--- config.mk ---
export PLATFORM = sky130hd
export DESIGN_NAME = ansi_csi_attribute_parser_core
export DESIGN_NICKNAME = d
export VERILOG_FILES = /design/src/sv/acap_pkg.sv /design/src/sv/ansi_csi_attribute_parser_core.sv
export SDC_FILE = /design/constraint.sdc
export NUM_CORES = 1
export LEC_CHECK = 0
export BUFFER_PORTS_ARGS = -buffer_cell sky130_fd_sc_hd__clkbuf_2
export CAP_MARGIN = 20
export CORE_UTILIZATION = 30
export CTS_BUF_LIST = sky130_fd_sc_hd__clkbuf_16
export DETAILED_ROUTE_END_ITERATION = 12
export PLACE_DENSITY = 0.49
export SYNTH_ARGS = -nofsm -noshare
export SYNTH_HDL_FRONTEND = slang
export SYNTH_SLANG_ARGS = --single-unit
--- constraint.sdc ---
create_clock -name clk -period 9.6 [get_ports clk]
set_input_delay 0 -clock clk [delete_from_list [all_inputs] [get_ports clk]]
set_output_delay 0 -clock clk [all_outputs]
set_load 0.1 [all_outputs]
--- src/sv/acap_pkg.sv ---
// Shared types, codes and constants for the ANSI CSI attribute parser.
// Used by ansi_csi_attribute_parser_core; depends on nothing else.
package acap_pkg;

  typedef enum logic [3:0] {
    MODE_TEXT  = 4'b0001,
    MODE_ESC   = 4'b0010,
    MODE_CSI   = 4'b0100,
    MODE_SPACE = 4'b1000
  } mode_t;

  typedef enum logic [3:0] {
    EV_PRINT   = 4'd0,
    EV_BEEP    = 4'd1,
    EV_TAB     = 4'd2,
    EV_CLS     = 4'd3,
    EV_NEWLINE = 4'd4,
    EV_RETURN  = 4'd5,
    EV_CLR_EOL = 4'd6,
    EV_COLUMN  = 4'd7,
    EV_COL_PIX = 4'd8,
    EV_SAVE    = 4'd9,
    EV_RESTORE = 4'd10,
    EV_ATTR    = 4'd11
  } event_kind_t;

  typedef struct packed {
    logic       bold;
    logic       italic;
    logic       underline;
    logic       reverse;
    logic [3:0] fore;
    logic [3:0] back;
    logic [7:0] size;
  } attr_t;

  typedef struct packed {
    event_kind_t kind;
    logic [7:0]  char_code;
    logic [15:0] move;
    attr_t       attr;
    logic        font_changed;
  } event_t;

  localparam attr_t ATTR_DEFAULT = '{bold: 1'b0, italic: 1'b0, underline: 1'b0,
                                     reverse: 1'b0, fore: 4'd0, back: 4'd15,
                                     size: 8'd8};

  localparam logic [11:0] WIDTH_RESET = 12'd640;

  // 80 = 16 * 5: shift by four, then multiply by the reciprocal of five
  localparam int          COL_SHIFT   = 4;
  localparam logic [23:0] DIV5_RECIP  = 24'hCCCCCD;
  localparam int          RECIP_SHIFT = 26;

  localparam logic [7:0] CH_BEL    = 8'h07;
  localparam logic [7:0] CH_TAB    = 8'h09;
  localparam logic [7:0] CH_LF     = 8'h0A;
  localparam logic [7:0] CH_FF     = 8'h0C;
  localparam logic [7:0] CH_CR     = 8'h0D;
  localparam logic [7:0] CH_ESC    = 8'h1B;
  localparam logic [7:0] CH_SPACE  = 8'h20;
  localparam logic [7:0] CH_ZERO   = 8'h30;
  localparam logic [7:0] CH_NINE   = 8'h39;
  localparam logic [7:0] CH_SEMI   = 8'h3B;
  localparam logic [7:0] CH_UPPERC = 8'h43;
  localparam logic [7:0] CH_UPPERG = 8'h47;
  localparam logic [7:0] CH_UPPERK = 8'h4B;
  localparam logic [7:0] CH_UPPERT = 8'h54;
  localparam logic [7:0] CH_LBRACK = 8'h5B;
  localparam logic [7:0] CH_LOWERM = 8'h6D;
  localparam logic [7:0] CH_LOWERS = 8'h73;
  localparam logic [7:0] CH_LOWERU = 8'h75;

  localparam logic [15:0] SGR_RESET      = 16'd0;
  localparam logic [15:0] SGR_BOLD       = 16'd1;
  localparam logic [15:0] SGR_ITALIC     = 16'd3;
  localparam logic [15:0] SGR_UNDERLINE  = 16'd4;
  localparam logic [15:0] SGR_REVERSE    = 16'd7;
  localparam logic [15:0] SGR_BOLD_OFF   = 16'd21;
  localparam logic [15:0] SGR_ITALIC_OFF = 16'd23;
  localparam logic [15:0] SGR_UNDER_OFF  = 16'd24;
  localparam logic [15:0] SGR_REV_OFF    = 16'd27;
  localparam logic [15:0] SGR_FORE_LO    = 16'd30;
  localparam logic [15:0] SGR_FORE_HI    = 16'd37;
  localparam logic [15:0] SGR_BACK_LO    = 16'd40;
  localparam logic [15:0] SGR_BACK_HI    = 16'd46;
  localparam logic [15:0] SGR_BACK_WHITE = 16'd47;

  localparam logic [3:0] COLOR_WHITE = 4'd15;

  function automatic logic [3:0] sgr_color(input logic [2:0] idx);
    logic [3:0] c;
    case (idx)
      3'd0:    c = 4'd0;
      3'd1:    c = 4'd4;
      3'd2:    c = 4'd2;
      3'd3:    c = 4'd6;
      3'd4:    c = 4'd1;
      3'd5:    c = 4'd5;
      3'd6:    c = 4'd3;
      default: c = 4'd7;
    endcase
    return c;
  endfunction

endpackage

--- src/sv/ansi_csi_attribute_parser_core.sv ---
// ANSI CSI attribute parser: byte-stream parser plus a four-stage result pipeline.
// Depends on acap_pkg for types, codes and constants.
//
// Usage:
//   in_*  : one text byte per transaction in in_tdata[7:0].
//   out_* : one event per transaction; out_tuser carries the event kind,
//           out_tdata the character, move value and current attributes.
//   cfg_* : writes screen_width (cfg_data[11:0]); always ready. Write only
//           while the block is idle.
// A byte is parsed in the cycle it is accepted; parser state updates at that
// edge, so one byte is taken every cycle while in_tready is high. Bytes that
// cause no event (zero, ESC, digits, sequence openers) put nothing into the
// pipeline. An event passes four registers in order: parse, width product,
// reciprocal product and output, which drives out_*. The column-pixel divide
// by 80 is a shift plus a reciprocal multiply that sets this depth.
// Reset clears the parse mode, parameter, attributes (black on white, size
// 8), sets screen_width to 640 and empties the pipeline. When the receiver
// stalls, each stage holds; in_tready drops only once all four stages are
// full and the output is not taken.
module ansi_csi_attribute_parser_core (
  input  logic        clk,
  input  logic        rst_n,
  input  logic        in_tvalid,
  output logic        in_tready,
  input  logic [7:0]  in_tdata,    // [7:0] input_byte
  output logic        out_tvalid,
  input  logic        out_tready,
  output logic [47:0] out_tdata,   // [7:0] char_code, [23:8] move_value, [24] bold_on,
                                   // [25] italic_on, [26] underline_on, [27] reverse_on,
                                   // [31:28] fore_color, [35:32] back_color,
                                   // [43:36] size_value, [44] font_changed, [47:45] zero
  output logic [3:0]  out_tuser,   // [3:0] event_kind
  input  logic        cfg_valid,
  output logic        cfg_ready,
  input  logic [11:0] cfg_data     // [11:0] screen_width
);

  acap_pkg::mode_t       mode_r, mode_nxt;
  logic [15:0]           acc_r, acc_nxt;
  acap_pkg::attr_t       attr_r, attr_nxt;
  logic [11:0]           width_r;

  logic                  in_acc;
  logic                  do_text;
  logic                  evt_v;
  acap_pkg::event_t      evt;

  logic [19:0]           acc_wide;
  logic [15:0]           acc_step;
  logic [3:0]            digit;
  logic                  is_digit;
  logic [7:0]            size_sat;

  acap_pkg::attr_t       sgr_attr;
  logic                  sgr_fc;
  logic [15:0]           fore_off;
  logic [15:0]           back_off;

  logic                  v1_r, v2_r, v3_r, v4_r;
  logic                  en1, en2, en3, en4;
  acap_pkg::event_t      ev1_r, ev2_r, ev3_r, ev4_r;
  logic [27:0]           prod2_r, prod2_nxt;
  logic [47:0]           quot3_r, quot3_nxt;
  logic [21:0]           quot;
  acap_pkg::event_t      ev4_nxt;

  assign cfg_ready = 1'b1;

  always_ff @(posedge clk) begin
    if (!rst_n) begin
      width_r <= acap_pkg::WIDTH_RESET;
    end else if (cfg_valid) begin
      width_r <= cfg_data;
    end
  end

  assign en4       = !v4_r || out_tready;
  assign en3       = !v3_r || en4;
  assign en2       = !v2_r || en3;
  assign en1       = !v1_r || en2;
  assign in_tready = en1;
  assign in_acc    = in_tvalid && in_tready;

  assign is_digit = (in_tdata >= acap_pkg::CH_ZERO) && (in_tdata <= acap_pkg::CH_NINE);
  assign digit    = 4'(in_tdata - acap_pkg::CH_ZERO);
  assign acc_wide = ({4'd0, acc_r} << 3) + ({4'd0, acc_r} << 1) + {16'd0, digit};
  assign acc_step = (|acc_wide[19:16]) ? 16'hFFFF : acc_wide[15:0];
  assign size_sat = (|acc_r[15:8]) ? 8'hFF : acc_r[7:0];
  assign fore_off = acc_r - acap_pkg::SGR_FORE_LO;
  assign back_off = acc_r - acap_pkg::SGR_BACK_LO;

  always_comb begin
    sgr_attr = attr_r;
    sgr_fc   = 1'b0;
    if (acc_r >= acap_pkg::SGR_FORE_LO && acc_r <= acap_pkg::SGR_FORE_HI) begin
      sgr_attr.fore = acap_pkg::sgr_color(fore_off[2:0]);
    end else if (acc_r >= acap_pkg::SGR_BACK_LO && acc_r <= acap_pkg::SGR_BACK_HI) begin
      sgr_attr.back = acap_pkg::sgr_color(back_off[2:0]);
    end else begin
      case (acc_r)
        acap_pkg::SGR_RESET: begin
          sgr_attr = acap_pkg::ATTR_DEFAULT;
          sgr_fc   = 1'b1;
        end
        acap_pkg::SGR_BOLD: begin
          sgr_attr.bold = 1'b1;
          sgr_fc        = 1'b1;
        end
        acap_pkg::SGR_ITALIC: begin
          sgr_attr.italic = 1'b1;
          sgr_fc          = 1'b1;
        end
        acap_pkg::SGR_BOLD_OFF: begin
          sgr_attr.bold = 1'b0;
          sgr_fc        = 1'b1;
        end
        acap_pkg::SGR_ITALIC_OFF: begin
          sgr_attr.italic = 1'b0;
          sgr_fc          = 1'b1;
        end
        acap_pkg::SGR_UNDERLINE:  sgr_attr.underline = 1'b1;
        acap_pkg::SGR_UNDER_OFF:  sgr_attr.underline = 1'b0;
        acap_pkg::SGR_REVERSE:    sgr_attr.reverse   = 1'b1;
        acap_pkg::SGR_REV_OFF:    sgr_attr.reverse   = 1'b0;
        acap_pkg::SGR_BACK_WHITE: sgr_attr.back      = acap_pkg::COLOR_WHITE;
        default: ;
      endcase
    end
  end

  always_comb begin
    mode_nxt     = mode_r;
    acc_nxt      = acc_r;
    attr_nxt     = attr_r;
    do_text      = 1'b0;
    evt_v        = 1'b0;
    evt.kind     = acap_pkg::EV_PRINT;
    evt.char_code = 8'd0;
    evt.move     = 16'd0;
    evt.font_changed = 1'b0;
    if (in_acc && in_tdata != 8'd0) begin
      unique case (mode_r)
        acap_pkg::MODE_TEXT: do_text = 1'b1;
        acap_pkg::MODE_ESC: begin
          if (in_tdata == acap_pkg::CH_LBRACK) begin
            mode_nxt = acap_pkg::MODE_CSI;
            acc_nxt  = 16'd0;
          end else begin
            mode_nxt = acap_pkg::MODE_TEXT;
            do_text  = 1'b1;
          end
        end
        acap_pkg::MODE_CSI: begin
          if (is_digit) begin
            acc_nxt = acc_step;
          end else begin
            mode_nxt = acap_pkg::MODE_TEXT;
            case (in_tdata) inside
              acap_pkg::CH_SPACE: mode_nxt = acap_pkg::MODE_SPACE;
              acap_pkg::CH_UPPERK: begin
                evt_v    = 1'b1;
                evt.kind = acap_pkg::EV_CLR_EOL;
              end
              acap_pkg::CH_UPPERG: begin
                evt_v    = 1'b1;
                evt.kind = acap_pkg::EV_COLUMN;
                evt.move = acc_r;
              end
              acap_pkg::CH_UPPERT: begin
                evt_v    = 1'b1;
                evt.kind = acap_pkg::EV_COL_PIX;
                evt.move = acc_r;
              end
              acap_pkg::CH_LOWERS: begin
                evt_v    = 1'b1;
                evt.kind = acap_pkg::EV_SAVE;
              end
              acap_pkg::CH_LOWERU: begin
                evt_v    = 1'b1;
                evt.kind = acap_pkg::EV_RESTORE;
              end
              acap_pkg::CH_SEMI, acap_pkg::CH_LOWERM: begin
                evt_v            = 1'b1;
                evt.kind         = acap_pkg::EV_ATTR;
                evt.font_changed = sgr_fc;
                attr_nxt         = sgr_attr;
                if (in_tdata == acap_pkg::CH_SEMI) begin
                  mode_nxt = acap_pkg::MODE_CSI;
                  acc_nxt  = 16'd0;
                end
              end
              default: ;
            endcase
          end
        end
        acap_pkg::MODE_SPACE: begin
          mode_nxt = acap_pkg::MODE_TEXT;
          if (in_tdata == acap_pkg::CH_UPPERC) begin
            attr_nxt.size    = size_sat;
            evt_v            = 1'b1;
            evt.kind         = acap_pkg::EV_ATTR;
            evt.font_changed = 1'b1;
          end else if (in_tdata == acap_pkg::CH_SEMI) begin
            mode_nxt = acap_pkg::MODE_CSI;
            acc_nxt  = 16'd0;
          end
        end
        default: mode_nxt = acap_pkg::MODE_TEXT;
      endcase
      if (do_text) begin
        evt_v = 1'b1;
        case (in_tdata)
          acap_pkg::CH_BEL: evt.kind = acap_pkg::EV_BEEP;
          acap_pkg::CH_TAB: evt.kind = acap_pkg::EV_TAB;
          acap_pkg::CH_LF:  evt.kind = acap_pkg::EV_NEWLINE;
          acap_pkg::CH_CR:  evt.kind = acap_pkg::EV_RETURN;
          acap_pkg::CH_FF: begin
            evt.kind         = acap_pkg::EV_CLS;
            evt.font_changed = 1'b1;
            attr_nxt         = acap_pkg::ATTR_DEFAULT;
          end
          acap_pkg::CH_ESC: begin
            evt_v    = 1'b0;
            mode_nxt = acap_pkg::MODE_ESC;
          end
          default: begin
            evt.kind      = acap_pkg::EV_PRINT;
            evt.char_code = in_tdata;
          end
        endcase
      end
    end
    evt.attr = attr_nxt;
  end

  always_ff @(posedge clk) begin
    if (!rst_n) begin
      mode_r <= acap_pkg::MODE_TEXT;
      acc_r  <= 16'd0;
      attr_r <= acap_pkg::ATTR_DEFAULT;
    end else begin
      mode_r <= mode_nxt;
      acc_r  <= acc_nxt;
      attr_r <= attr_nxt;
    end
  end

  assign prod2_nxt = 28'(ev1_r.move) * 28'(width_r);
  assign quot3_nxt = 48'(prod2_r[27:acap_pkg::COL_SHIFT]) * 48'(acap_pkg::DIV5_RECIP);
  assign quot      = quot3_r[47:acap_pkg::RECIP_SHIFT];

  always_comb begin
    ev4_nxt = ev3_r;
    if (ev3_r.kind == acap_pkg::EV_COL_PIX) begin
      ev4_nxt.move = (|quot[21:16]) ? 16'hFFFF : quot[15:0];
    end
  end

  always_ff @(posedge clk) begin
    if (!rst_n) begin
      v1_r <= 1'b0;
      v2_r <= 1'b0;
      v3_r <= 1'b0;
      v4_r <= 1'b0;
    end else begin
      if (en1) v1_r <= in_acc && evt_v;
      if (en2) v2_r <= v1_r;
      if (en3) v3_r <= v2_r;
      if (en4) v4_r <= v3_r;
    end
  end

  always_ff @(posedge clk) begin
    if (en1 && in_acc && evt_v) begin
      ev1_r <= evt;
    end
    if (en2 && v1_r) begin
      ev2_r   <= ev1_r;
      prod2_r <= prod2_nxt;
    end
    if (en3 && v2_r) begin
      ev3_r   <= ev2_r;
      quot3_r <= quot3_nxt;
    end
    if (en4 && v3_r) begin
      ev4_r <= ev4_nxt;
    end
  end

  assign out_tvalid = v4_r;
  assign out_tuser  = ev4_r.kind;
  assign out_tdata  = {3'b000, ev4_r.font_changed, ev4_r.attr.size, ev4_r.attr.back,
                       ev4_r.attr.fore, ev4_r.attr.reverse, ev4_r.attr.underline,
                       ev4_r.attr.italic, ev4_r.attr.bold, ev4_r.move, ev4_r.char_code};

  a_zero_byte_no_state: assert property (@(posedge clk) disable iff (!rst_n)
    (in_acc && in_tdata == 8'd0) |=> ($stable(mode_r) && $stable(acc_r) && $stable(attr_r)))
    else $error("zero byte changed parser state");

  a_csi_open: assert property (@(posedge clk) disable iff (!rst_n)
    (in_acc && mode_r == acap_pkg::MODE_ESC && in_tdata == acap_pkg::CH_LBRACK)
    |=> (mode_r == acap_pkg::MODE_CSI && acc_r == 16'd0))
    else $error("ESC [ did not open a sequence with a cleared parameter");

  a_char_only_print: assert property (@(posedge clk) disable iff (!rst_n)
    (out_tvalid && out_tuser != acap_pkg::EV_PRINT) |-> (out_tdata[7:0] == 8'd0))
    else $error("non-print event carries a character");

  a_move_only_column: assert property (@(posedge clk) disable iff (!rst_n)
    (out_tvalid && out_tuser != acap_pkg::EV_COLUMN && out_tuser != acap_pkg::EV_COL_PIX)
    |-> (out_tdata[23:8] == 16'd0))
    else $error("move value set on a non-column event");

  a_kind_range: assert property (@(posedge clk) disable iff (!rst_n)
    out_tvalid |-> (out_tuser <= acap_pkg::EV_ATTR))
    else $error("event kind out of range");

endmodule

==> summary.md <==
| Metric | Value |
|---|---|
| Post-CTS setup buffer count | `0` |
| Filler cell count | `9266` |
| Synth Instances | `2539` |
| Dominant cell type by area after synthesis | `edfxtp_1` |
| CTS tree | `yes` |
| Register bit total from synthesis | `298` |
| Top cell type's share of synthesized area | `26.21%` |
| Maximum clock rate | `144.6 MHz` |
| Clk buf depth | `3` |
| Number of failing hold endpoints at the final stage | `0` |
| Netlist Area Pre-Place | `0.02773 mm2` |
| Worst Skew | `0.01005 ns` |
| Sequential element share of the synthesized area | `30.25%` |
| TritonRoute pass-1 iters | `5` |
| WHS | `0.01230 ns` |
| CTS Hold Buffers Added | `32` |
| Gr usage total | `14.55%` |
| Total clock sinks | `298` |
| Inserted Clock Buffers | `31` |
| Slew @ Worst Pin | `1.011 ns` |
| Die Ht | `306.0 um` |
| Max cap viols | `0` |
| Remaining antenna violation count | `0` |
| CP Data Required Time | `9.91 ns` |
| Reg clk slew, reported paths | `0.06 ns` |
| Largest net degree at the start of global routing | `45` |
| Pre-CTS setup slack | `2.725 ns` |
| Die W | `306.0 um` |
| Slew HR | `32.43%` |
| CORE AREA | `0.09166 mm2` |
| DRT iter0 DRCs | `1046` |
| Ys Warns | `0` |
| Outcome | `complete, no violations` |
| Setup WS post-layout | `2.682 ns` |
| DR WL/cell | `17.46 um` |
| Placed Instance Area | `0.02939 mm2` |
| Final Cycle Share | `72.06%` |
| CTS root buf | `clkbuf_16` |
| Area growth syn-to-layout | `10.87%` |
| ANT cells | `0` |
| Synth top area cells | `edfxtp_1 (26%), fa_1 (26%), ha_1 (16%)` |
| Critical Path AT | `7.23 ns` |
| Die ar. | `0.09365 mm2` |
| Most frequent cells in the layout | `inv_1 (499), ha_1 (359), fa_1 (354)` |
| Clock latency on the worst-skew pair | `0.59 ns` |
| Synth unique cells | `84` |
| Hold Path Class | `input port to flop` |
| HPWL Detailed | `54.26 mm` |
| Synth async-reset ratio | `0%` |
| Layout cells sized above 1 | `6.170%` |
| First-pass GRT wire length | `107.5 mm` |
| CP Class | `flop to flop` |
| # nets final | `3355` |
| Vias in the first global route | `19030` |
| Post-CTS sizing | `0` |
| Count of final setup violators | `0` |
| Most common cell after layout, fill and taps aside | `inv_1` |
| Depth of the CTS H-tree | `1` |
| Port buffer count | `75` |
| DRC | `0` |
| CP endpoint kind | `flop` |
| Min Clock Period, post-route | `6.918 ns` |
| Final WL | `66.84 mm` |
| Routability cong. | `0.9351` |
| Top_reg_cell synth | `edfxtp_1` |
| Initial antenna violation count | `1` |
| GRT overflow | `0` |
| Vias per cell | `4.608` |
| Critical path startpoint category | `flop` |
| RSZ-0062 raised after global routing | `no` |
| Setup_tns | `0 ns` |
| Mapped Avg Cell Area | `10.92 um2` |
| Number of synthesized flops with an enable pin | `242` |
| Crit path max fanout | `7` |
| Initial Util | `30.25%` |
| Row cnt | `111` |
| Via count | `17640` |
| # IOs | `80` |
| Final slew viol count | `0` |
| Fin area | `0.03074 mm2` |
metrics by stage:
| step | std cells | util [%] |
|---|---|---|
| finish | 3828 | 33.54 |
| global placement | 3737 | 32.04 |
| global route | 3828 | 33.54 |
| detailed placement | 3738 | 32.07 |
| CTS | 3828 | 33.54 |
| floorplan | 2541 | - |
routing by layer:
layer | up-vias | GRT usage (%) | part of all wire, %
met3 | 72 | 1.085 | 3.1
met5 | - | 0 | 0
met1 | 8834 | 20.29 | 48
met2 | 287 | 24.58 | 47
li1 | 8448 | - | -
met4 | 0 | 3.319 | 2.0
cell usage after synthesis, types with 17 or more instances:
library cell,number
inv_1,495
ha_1,359
fa_1,354
edfxtp_1,242
nand2_1,211
and2_1,104
a21oi_1,101
nor2_1,96
clkbuf_1,56
dfxtp_1,56
xor2_1,46
o21ai_0,41
a21o_1,36
nand3_1,30
xnor2_1,24
nand2b_1,20
nor3_1,17
flip-flops by register name, indices dropped and copies added (netlist names):
name and cells:
prod2_r 24, v2_r 1, width_r 12, acc_r 16
ev3_r 49, v1_r 1, ev1_r 49, quot3_r 22
out_tvalid 1, attr_r 20, ev2_r 49, out_tuser 4
mode_r 4, out_tdata 45, v3_r 1
worst max-delay path, stage by stage, from the launching register on:
cell      delay [ns]
edfxtp_1        0.55
ha_1            0.49
fa_1            0.52
inv_1           0.05
fa_1            0.47
fa_1            0.51
inv_1           0.05
fa_1            0.44
fa_1            0.51
inv_1           0.05
fa_1            0.48
inv_1           0.04
ha_1            0.29
nand2_1         0.09
or4_1           0.51
o21ai_1         0.67
a311oi_1        0.28
a21oi_1         0.30
or2_1           0.19
o311ai_0        0.13
path summary, 6_finish.rpt:
path               startpoint          end  slack [ns]  cells after the start
setup / recovery  prod2_r[20]  quot3_r[46]        2.68                     19
hold / removal      cfg_valid   width_r[0]        0.01                      3
setup reg to reg  prod2_r[20]  quot3_r[46]        2.68                     19
hold reg to reg     ev2_r[22]    ev3_r[22]        0.42                      0
final cells by class:
class	instances	area [um2]	share of cell area, %
sequential	298	8388	27.28
clock buffer	31	775.7	2.523
inverter	495	1858	6.043
clock inverter	27	256.5	0.8343
timing repair buffer	116	775.7	2.523
multi-input combinational	1675	17210	55.97
tap	1186	1484	4.827
logic make-up after synthesis:
group / Yosys count / share of synthesized area [%]
simple gates: 575 / 10.31
buf+inv: 568 / 7.846
xor+xnor: 70 / 2.211
compound gates: 301 / 7.174
other cells: 2 / 0.02708
flops: 298 / 30.25
fa+ha+maj: 713 / 41.75
mux: 12 / 0.4332
Power is not shown: default switching activity piles up to over one toggle a cycle in this logic, so the estimate is an artifact.
